## src/design/plb_pkg.sv

```systemverilog
`default_nettype none
// ----------------------------------------------------------------------------
// plb_pkg: shared types and constants of the price level book
// Field widths, register indexes and the controller/datapath command words.
// ----------------------------------------------------------------------------
package plb_pkg;

   localparam int PRICE_W     = 32;
   localparam int TOTAL_W     = 40;
   localparam int QTY_W       = 32;
   localparam int LEVEL_IDX_W = 10;
   localparam int TICK_W      = 16;
   localparam int CSR_ADDR_W  = 3;
   localparam int CSR_DATA_W  = 32;

   localparam logic REG_LOWER_PRICE = 1'b0;
   localparam logic REG_TICK_SIZE   = 1'b1;

   localparam logic [PRICE_W-1:0] LOWER_PRICE_RESET = '0;
   localparam logic [TICK_W-1:0]  TICK_SIZE_RESET   = 16'd100;

   typedef struct packed {
      logic clr;       // write one clearing entry
      logic load_req;  // capture the request word
      logic rd_cur;    // read address from walk cursor, else from level
      logic eval;      // volume update, link decision
      logic walk_ev;   // evaluate one list step
      logic w1;        // write links of the level itself
      logic w2;        // write neighbor links / list head
      logic mul;       // price products
      logic fin;       // load result word
   } plb_cmd_type;

   typedef struct packed {
      logic clr_done;
      logic act_link;
      logic act_unlink;
      logic head_case;
      logic walk_stop;
   } plb_sts_type;

endpackage
`default_nettype wire

```

## src/design/plb_ctrl.sv

```systemverilog
`default_nettype none
// ----------------------------------------------------------------------------
// plb_ctrl: sequencer of the price level book
// Clearing pass, per-request read/update/link steps and response handoff.
// ----------------------------------------------------------------------------
module plb_ctrl import plb_pkg::*; (
   input  wire logic        clock,
   input  wire logic        reset,
   output plb_cmd_type      cmd,
   input  wire plb_sts_type sts,
   input  wire logic        req_valid,
   output logic             req_ready,
   output logic             rsp_valid,
   input  wire logic        rsp_ready
);
   typedef enum logic [9:0] {
      ST_CLEAR   = 10'b0000000001,
      ST_IDLE    = 10'b0000000010,
      ST_READ    = 10'b0000000100,
      ST_EVAL    = 10'b0000001000,
      ST_WALK_RD = 10'b0000010000,
      ST_WALK_EV = 10'b0000100000,
      ST_W1      = 10'b0001000000,
      ST_W2      = 10'b0010000000,
      ST_MUL     = 10'b0100000000,
      ST_FIN     = 10'b1000000000
   } plb_state_type;

   plb_state_type state_ff, state_in;
   logic          out_valid_ff, out_valid_in;

   always_comb begin
      state_in = state_ff;
      cmd      = '0;
      unique case (state_ff)
         ST_CLEAR: begin
            cmd.clr = 1'b1;
            if (sts.clr_done) state_in = ST_IDLE;
         end
         ST_IDLE: begin
            if (req_valid) begin
               cmd.load_req = 1'b1;
               state_in     = ST_READ;
            end
         end
         ST_READ: state_in = ST_EVAL;
         ST_EVAL: begin
            cmd.eval = 1'b1;
            if (sts.act_unlink)    state_in = ST_W2;
            else if (sts.act_link) state_in = sts.head_case ? ST_W1 : ST_WALK_RD;
            else                   state_in = ST_MUL;
         end
         ST_WALK_RD: begin
            cmd.rd_cur = 1'b1;
            state_in   = ST_WALK_EV;
         end
         ST_WALK_EV: begin
            cmd.rd_cur  = 1'b1;
            cmd.walk_ev = 1'b1;
            state_in    = sts.walk_stop ? ST_W1 : ST_WALK_RD;
         end
         ST_W1: begin
            cmd.w1   = 1'b1;
            state_in = ST_W2;
         end
         ST_W2: begin
            cmd.w2   = 1'b1;
            state_in = ST_MUL;
         end
         ST_MUL: begin
            cmd.mul  = 1'b1;
            state_in = ST_FIN;
         end
         ST_FIN: begin
            if (!out_valid_ff || rsp_ready) begin
               cmd.fin  = 1'b1;
               state_in = ST_IDLE;
            end
         end
         default: state_in = ST_CLEAR;
      endcase
   end

   always_comb begin
      out_valid_in = out_valid_ff;
      if (cmd.fin)        out_valid_in = 1'b1;
      else if (rsp_ready) out_valid_in = 1'b0;
   end

   assign req_ready = (state_ff == ST_IDLE);
   assign rsp_valid = out_valid_ff;

   always_ff @(posedge clock) begin
      if (reset) begin
         state_ff     <= ST_CLEAR;
         out_valid_ff <= 1'b0;
      end else begin
         state_ff     <= state_in;
         out_valid_ff <= out_valid_in;
      end
   end
endmodule
`default_nettype wire

```

## config.mk

```make
export PLATFORM = sky130hd
export DESIGN_NAME = plb_ctrl
export DESIGN_NICKNAME = d
export VERILOG_FILES = /design/src/design/plb_pkg.sv /design/src/design/plb_ctrl.sv
export SDC_FILE = /design/constraint.sdc
export NUM_CORES = 1
export LEC_CHECK = 0
export BUFFER_PORTS_ARGS = -buffer_cell sky130_fd_sc_hd__buf_2
export CAP_MARGIN = 20
export CORE_AREA = 2 2 44 46
export DETAILED_ROUTE_END_ITERATION = 12
export DIE_AREA = 0 0 46 48
export GPL_ROUTABILITY_DRIVEN = 0
export PLACE_DENSITY = 0.68
export SLEW_MARGIN = 5
export SYNTH_ARGS = -nofsm -noshare
export SYNTH_HDL_FRONTEND = slang
export SYNTH_SLANG_ARGS = --single-unit
```

## constraint.sdc

```tcl
create_clock -name clock -period 1.95 [get_ports clock]
set_input_delay 0.2925 -clock clock [delete_from_list [all_inputs] [get_ports clock]]
set_output_delay 0.2925 -clock clock [all_outputs]
set_load 0.005 [all_outputs]
```

==> impl_metrics.tcl, run 1 <==
set metrics [dict create \
    yosysTopAreaCell "dfxtp_1" \
    seq_area_frac_synth 0.313 \
    wirelength_um 1970 \
    period_share 1.10 \
    critPathMaxFanout 4 \
    synthCells 86 \
    fillers 140 \
    die_w_um 46 \
    cts_buffers 3 \
    power_mw 0.547 \
    r2r-start "state_ff[0]$_SDFFE_PP1P_" \
    cts_tree "yes" \
    pin_count 20 \
    clock_skew_ns 0.00666 \
    dp_hpwl_um 1400 \
    syn_avg_cell_area_um2 8.19 \
    yosys.cell_types.count 38 \
    htreeDepth 1 \
    grt_use_met3 0.0453 \
    clockRootBuffer "clkbuf_4" \
    yosysTopAreaCellShare 0.313 \
    crit_start "state_ff[0]$_SDFFE_PP1P_" \
    fin_ws_ns -0.199 \
    ctsHoldBuffers 0 \
    clockBufferDepth 2 \
    drtIter0Drc 18 \
    gr-usage-all-layers 0.190 \
    postLayoutCoreUtil 0.627 \
    violations "setup timing" \
    slew_viol_final 0 \
    die_h_um 48 \
    diodes 0 \
    synthFlopType "dfxtp_1" \
    setup.worst_path.end "cmd[6]" \
    setup_violations 11 \
    overflow 0 \
    rsz0062_at_grt "yes" \
    seqCellArea_um2 221 \
    nets 135 \
    final_hold_viol_count 0 \
    grt-busiest-layer "met2" \
    cp_cell_sequence "or4_4, or3_4, nor4_2, buf_2" \
    vias 800 \
    grtUsageMet2 0.325 \
    grt_pass1_vias 689 \
    drive_above_1_share 0.480 \
    synth-seq-cells 11 \
    antenna_found_initial 0 \
    cap_violations 0 \
    slew_headroom 0.793 \
    first_pass_iters 4 \
    yosys_warnings 0 \
    async_reset_ff_frac 0 \
    synth_nets 95 \
    period_needed_ns 2.15 \
    via_per_inst 5.63 \
    slowest_stage "or4_4" \
    synthTopCellsByArea "dfxtp_1 31%, nor2_1 5.3%, nor4_1 4.4%" \
    powerDensity_mw_per_mm2 516 \
    clk_pin_slew_ns 0.08 \
    grt_max_degree 9 \
    grtUsageMet1 0.241 \
    synth_area_um2 704 \
    path_class "reg2out" \
    core_mm2 0.00169 \
    clk-insertion-delay-late_ns 0.27 \
    cp.required_ns 1.66 \
    rrSetupSlack_ns -0.19 \
    cpPeakStageDelay_ns 0.53 \
    die_area_mm2 0.00221 \
    drtAntennaViolNets 0 \
    crit_arrival_ns 1.86 \
    cp-end-kind "primary output" \
    worstSetupStartpointType "flop" \
    wire_per_inst_um 13.8 \
    start_util 0.417 \
    whs_ns 0.282 \
    min_path_type "in2reg" \
    outcome "complete, but fails checks" \
    clock-sinks 11 \
    synth_edf_count 0 \
    rows 15 \
    io_buffers 19 \
    multiInputGateArea_um2 518 \
    max_freq_ghz 0.465 \
    ff2ff_path_depth 6 \
    ir_drop_mv 0.421 \
    finalSetupTns_ns -1.37 \
    drc 0 \
    p_leak_nw 0.473 \
    r2r-end "state_ff[0]$_SDFFE_PP1P_" \
    worst_pin_slew_ns 0.310 \
    areaGrowthSynthToFinish_pct 50.3 \
    grt_pass1_wl_um 2990 \
]
[worst min path at each step]
stage,start,to,slack (ns),cells after the start
2_1_floorplan,sts[2],state_ff[7]$_SDFFE_PP0P_,0.43,2
3_5_place_dp,req_valid,state_ff[2]$_SDFFE_PP0P_,0.57,3
3_3_place_gp,req_valid,state_ff[2]$_SDFFE_PP0P_,0.56,3
6_report,req_valid,state_ff[2]$_SDFFE_PP0P_,0.28,3
5_1_grt,req_valid,state_ff[2]$_SDFFE_PP0P_,0.30,3
4_1_cts,req_valid,state_ff[2]$_SDFFE_PP0P_,0.29,3
[cells in the final DEF, fill, tap and decap left out, types with 2 or more instances in the layout]
cell / count
buf_2: 19
buf_4: 18
dfxtp_1: 10
nor2_1: 9
inv_1: 5
nor2b_1: 4
a21oi_1: 4
o21ai_0: 4
nor4_1: 3
clkbuf_4: 3
or4_4: 2
nor3_1: 2
nand2_1: 2
nand3_1: 2
nand2b_1: 2
and2_1: 2
nor4_2: 2
xor2_1: 2
a32oi_1: 2
a21oi_2: 2
buf_6: 2
[kinds of logic after synthesis]
family                    count (synthesis)  share of synthesized area
AOI/OAI and AO/OA                        21                      0.203
xor gates and xnor gates                  3                     0.0373
and+or+nand+nor                          42                      0.373
DFF                                      11                      0.313
buffers and inverters                     9                     0.0746
[per-stage QoR]
stage | setup WS [ns] | instance area (µm²) | instances
global route | -0.264 | 1060 | 142
finish | -0.199 | 1060 | 142
detailed placement | 0.0208 | 900 | 133
floorplan | 0.000562 | 704 | 86
global placement | 0.0378 | 900 | 133
CTS | -0.196 | 996 | 140
[per-layer routing]
layer / up-vias / part of all wire
met5: - / 0
met4: 0 / 0.0051
met3: 2 / 0.039
met2: 18 / 0.52
met1: 382 / 0.44
li1: 398 / -
[registers in the layout, indices dropped and copies added, names as in the netlist]
| signal | flops |
|---|---|
| state_ff | 10 |
| rsp_valid | 1 |
[layout make-up]
class                      count  share of cell area
tap                           17              0.0201
inverter                       5              0.0177
sequential                    11               0.209
timing repair buffer          39               0.239
clock buffer                   4              0.0248
multi-input combinational     66               0.489
[repair_timing]
action	in CTS	in global routing
buffers inserted	3	2
gates cloned	0	0
setup endpoints to repair	5	12
pin swaps	2	5
gates resized for setup	7	10
[synth_stat cells, drive strengths merged (3+ instances only)]
library cell / instances
buf: 3
nor3: 3
nor2b: 4
nor4: 6
o21ai: 4
inv: 5
dfxtp: 11
nor2: 10
a21oi: 6
[worst max-delay path, delay by kind of cell, from the launching register on]
| kind | cells | cell delay [ns] |
|---|---|---|
| buffers and inverters | 1 | 0.15 |
| DFF | 1 | 0.32 |
| and+or+nand+nor | 3 | 1.12 |
[power by group]
part           switching, mW  internal (mW)  leakage, nW
clock                 0.0795         0.0791       0.0150
sequential           0.00331          0.232       0.0887
combinational         0.0755         0.0775        0.369
total                  0.158          0.388        0.473
Note: power is estimated with default switching activity, not from simulation.
==> inputs of run 2 (changes only) <==
- CORE_AREA: 2 2 44 46 -> 2 2 40 49
- DIE_AREA: 0 0 46 48 -> 0 0 42 51
- PLACE_DENSITY: 0.68 -> 0.69
- RECOVER_POWER: unset -> 100
==> run 2 against run 1 <==
Net effect: the run still ends with setup timing left; utilization is 2.6 points lower; via count increased by 3.0%; clock power is essentially flat; largest cell class unchanged; critical path type unchanged; count of clock-buffer cells in the layout did not move; clock skew up 0.0018 ns; die area shrank 3.0%.
==> impl_metrics.tcl, run 2 (synthesis results as in run 1) <==
set metrics [dict create \
    powerDensity_mw_per_mm2 514 \
    p_leak_nw 0.467 \
    setup_violations 7 \
    path_class "reg2out" \
    cp_cell_sequence "or4_4, or3_4, nor4_4, buf_2" \
    diodes 0 \
    nets 135 \
    dpl-instance-area_um2 902 \
    core_mm2 0.00172 \
    cp-end-kind "primary output" \
    whs_ns 0.265 \
    worst_pin_slew_ns 0.340 \
    final_common_cell "buf_4" \
    finalInstanceArea_mm2 0.00103 \
    min_path_cells 3 \
    period_share 1.11 \
    min_to "state_ff[2]$_SDFFE_PP0P_" \
    clock-sinks 11 \
    drtIter0Drc 8 \
    finalSetupTns_ns -0.937 \
    largest_reg_flops 10 \
    grt_pass1_vias 730 \
    cpPeakStageDelay_ns 0.53 \
    dp_worst_setup_slack_ns 0.00270 \
    cts_tree "yes" \
    pin_count 20 \
    comb_power_share 0.256 \
    rrSetupSlack_ns -0.05 \
    drive_above_1_share 0.432 \
    drtAntennaViolNets 0 \
    final_hold_viol_count 0 \
    outcome "complete, but fails checks" \
    gr-usage-all-layers 0.184 \
    start_util 0.409 \
    switching_share 0.292 \
    crit_family "simple AND/OR/NAND/NOR gates" \
    antenna_found_initial 0 \
    min-delay-start "req_valid" \
    cts_buffers 3 \
    fin_ws_ns -0.223 \
    clockRootBuffer "clkbuf_4" \
    ctsHoldBuffers 0 \
    grt_pass1_wl_um 2970 \
    io_buffers 19 \
    period_needed_ns 2.17 \
    max_freq_ghz 0.460 \
    crit_arrival_ns 1.88 \
    first_pass_iters 4 \
    vias 824 \
    slowest_stage "or4_4" \
    slew_viol_final 0 \
    intPower_mw 0.376 \
    ff2ff_path_depth 5 \
    die_area_mm2 0.00214 \
    htreeDepth 1 \
    p_switching_mw 0.155 \
    postLayoutCoreUtil 0.601 \
    critPathMaxFanout 4 \
    p_clk_frac 0.303 \
    r2r-start "state_ff[0]$_SDFFE_PP1P_" \
    dp_hpwl_um 1370 \
    grt_max_degree 9 \
    cp.required_ns 1.66 \
    r2r-end "state_ff[0]$_SDFFE_PP1P_" \
    wirelength_um 1860 \
    wire_per_inst_um 12.9 \
    critPathBufInv 1 \
    clock_skew_ns 0.00843 \
    clk-insertion-delay-late_ns 0.28 \
    regMostFlops "state_ff" \
    slew_headroom 0.772 \
    violations "setup timing" \
    die_w_um 42 \
    drc 0 \
    via_per_inst 5.72 \
    fillers 157 \
    rows 17 \
    power_frac_seq 0.440 \
    min_path_type "in2reg" \
    overflow 0 \
    clockBufferDepth 2 \
    ir_drop_mv 0.401 \
    die_h_um 51 \
    cap_violations 0 \
    clk_pin_slew_ns 0.07 \
    rsz0062_at_grt "yes" \
    worstSetupStartpointType "flop" \
    areaGrowthSynthToFinish_pct 46.9 \
    layout_common_cells "19 x buf_4, 16 x buf_2, 11 x dfxtp_1" \
]
## run 2: through the flow
stage,power [mW],instances
after floorplan,0.310,86
after global placement,0.348,135
after detailed placement,0.350,135
after CTS,0.527,143
after global routing,0.554,144
final,0.532,144
## run 2: how the worst max path moves through the flow
stage	from	to	cells past startpoint
2_1_floorplan	state_ff[5]$_SDFFE_PP0P_	state_ff[0]$_SDFFE_PP1P_	4
3_3_place_gp	state_ff[0]$_SDFFE_PP1P_	cmd[6]	4
3_5_place_dp	state_ff[0]$_SDFFE_PP1P_	cmd[6]	4
4_1_cts	state_ff[0]$_SDFFE_PP1P_	cmd[6]	4
5_1_grt	state_ff[0]$_SDFFE_PP1P_	cmd[6]	4
6_report	state_ff[0]$_SDFFE_PP1P_	cmd[6]	4
## run 2: per-layer routing
layer / up-vias / track usage / wire length (µm)
met2: 29 / 0.318 / 963
met5: - / 0 / 0
met3: 5 / 0.0212 / 100
met1: 391 / 0.206 / 749
li1: 399 / - / -
met4: 0 / 0.134 / 47
## run 2: final cells by class
class	instances	area, µm²	area share
multi-input combinational	66	505	0.489
timing repair buffer	39	240	0.232
sequential	11	220	0.213
clock buffer	4	26.3	0.0254
tap	19	23.8	0.0230
inverter	5	18.8	0.0181
## run 2: worst register-to-register path, stage by stage (launching register included)
cell and delay (ns):
dfxtp_1 0.31, or4_4 0.53, or3_4 0.39, buf_4 0.16
a211o_4 0.30, a22o_1 0.20
## run 2: power groups by stage
stage / Sequential (mW) / Clock [mW] / Combinational [mW]
3_3_place_gp: 0.239 / 0 / 0.109
4_1_cts: 0.234 / 0.162 / 0.131
2_1_floorplan: 0.244 / 0 / 0.0657
5_1_grt: 0.235 / 0.170 / 0.149
3_5_place_dp: 0.239 / 0 / 0.111
6_report: 0.234 / 0.161 / 0.136
## run 2: timing repair
item	CTS	global route
pin swaps	3	0
resized for setup	6	6
endpoints found under the setup margin	6	10
setup buffers	4	1
gates cloned	0	0
==> inputs of run 3 (changes only) <==
- BUFFER_PORTS_ARGS: -buffer_cell sky130_fd_sc_hd__buf_2 -> -buffer_cell sky130_fd_sc_hd__buf_4
- CELL_PAD_IN_SITES_DETAIL_PLACEMENT: unset -> 0
- CELL_PAD_IN_SITES_GLOBAL_PLACEMENT: unset -> 1
- CORE_AREA: 2 2 40 49 -> 2 2 46 57
- DIE_AREA: 0 0 42 51 -> 0 0 48 59
- PLACE_DENSITY: 0.69 -> unset
- PLACE_DENSITY_LB_ADDON: unset -> 0.1
==> run 3 against run 2 <==
Net effect: the run still ends with setup timing left; power up 0.58%; highest routed layer unchanged; largest cell class unchanged; via count down 5.5%; global-route usage down 2.6 points; non-clock buffer count down 1; count of clock-buffer cells in the layout unchanged.
==> impl_metrics.tcl, run 3 (synthesis results as in run 1) <==
set metrics [dict create \
    clockRootBuffer "clkbuf_4" \
    setup_violations 6 \
    start_util 0.312 \
    powerDensity_mw_per_mm2 493 \
    ctsHoldBuffers 0 \
    vias 779 \
    htreeDepth 1 \
    rsz0062_at_grt "yes" \
    period_needed_ns 2.14 \
    rows 19 \
    die_w_um 48 \
    period_share 1.10 \
    rrSetupSlack_ns 0 \
    cap_violations 0 \
    clock_skew_ns 0.00615 \
    cp.required_ns 1.66 \
    clock-sinks 11 \
    nets 134 \
    finalInstanceArea_mm2 0.00108 \
    seqCellArea_um2 220 \
    core_mm2 0.00226 \
    wirelength_um 2010 \
    p_leak_nw 0.474 \
    regMostFlops "state_ff" \
    final_common_cell "buf_4" \
    grt_max_degree 9 \
    clockBufferDepth 2 \
    multiInputGateArea_um2 499 \
    postLayoutCoreUtil 0.480 \
    antenna_found_initial 0 \
    finalSetupTns_ns -0.669 \
    cp_cell_sequence "or4_4, or3_4, buf_4, nor2_2, buf_4" \
    cts_tree "yes" \
    critPathBufInv 2 \
    whs_ns 0.256 \
    fin_ws_ns -0.187 \
    cts_buffers 3 \
    violations "setup timing" \
    crit_arrival_ns 1.84 \
    dpl-instance-area_um2 980 \
    drtIter0Drc 7 \
    layout_common_cells "36 x buf_4, 11 x dfxtp_1, 9 x nor2_1" \
    max_freq_ghz 0.468 \
    clk-insertion-delay-late_ns 0.27 \
    worst_pin_slew_ns 0.357 \
    areaGrowthSynthToFinish_pct 54.0 \
    via_per_inst 5.03 \
    overflow 0 \
    drive_above_1_share 0.435 \
    drc 0 \
    min_path_type "in2reg" \
    clk_pin_slew_ns 0.06 \
    final_hold_viol_count 0 \
    ir_drop_mv 0.319 \
    dp_hpwl_um 1540 \
    cpPeakStageDelay_ns 0.52 \
    slew_headroom 0.760 \
    cp_common_cell "buf_4" \
    slew_viol_final 0 \
    gr-usage-all-layers 0.158 \
    slowest_stage "or4_4" \
    diodes 0 \
    io_buffers 19 \
    grt_pass1_wl_um 3140 \
    first_pass_iters 4 \
    fillers 244 \
    path_class "reg2out" \
    critPathMaxFanout 5 \
    largest_reg_flops 10 \
    die_area_mm2 0.00283 \
    worstSetupStartpointType "flop" \
    crit_family "simple AND/OR/NAND/NOR gates" \
    pin_count 20 \
    wire_per_inst_um 12.9 \
    outcome "complete, but fails checks" \
    dp_worst_setup_slack_ns -0.0140 \
    drtAntennaViolNets 0 \
    cp-end-kind "primary output" \
    grt_pass1_vias 674 \
    die_h_um 59 \
]
[run 3: report_power, final]
part           internal, mW  switching [mW]  leakage [nW]
registers             0.231         0.00294        0.0890
logic                0.0760          0.0691         0.370
clock network        0.0792          0.0763        0.0150
[run 3: worst paths after layout]
kind / from / endpoint / cells past startpoint
setup reg to reg: state_ff[6]$_SDFFE_PP0P_ / state_ff[0]$_SDFFE_PP1P_ / 4
hold / removal: reset / rsp_valid$_SDFFE_PP0P_ / 2
setup / recovery: state_ff[0]$_SDFFE_PP1P_ / cmd[3] / 5
hold reg to reg: state_ff[4]$_SDFFE_PP0P_ / state_ff[9]$_SDFFE_PP0P_ / 2
[run 3: layout make-up]
class,instances,share of cell area
Inverter,5,0.0173
Timing Repair Buffer,38,0.260
Tap cell,31,0.0358
Clock buffer,4,0.0242
Multi-Input combinational cell,66,0.460
Sequential cell,11,0.203
[run 3: metrics by stage]
step | instances | power, mW
global placement | 149 | 0.372
finish | 155 | 0.535
global route | 155 | 0.566
detailed placement | 149 | 0.373
floorplan | 86 | 0.310
CTS | 154 | 0.535
[run 3: timing repair]
item                                    CTS  global route
gates resized for setup                   5             7
gates cloned                              0             0
pin swaps                                 4             2
endpoints found under the setup margin    6            11
setup buffers                             1             1
[run 3: per-layer routing]
metal | vias up | share of wire | GRT usage
met1 | 363 | 0.45 | 0.203
met4 | 0 | 0.010 | 0.0695
met3 | 2 | 0.033 | 0.0305
met2 | 15 | 0.50 | 0.250
met5 | - | 0 | 0
li1 | 399 | - | -
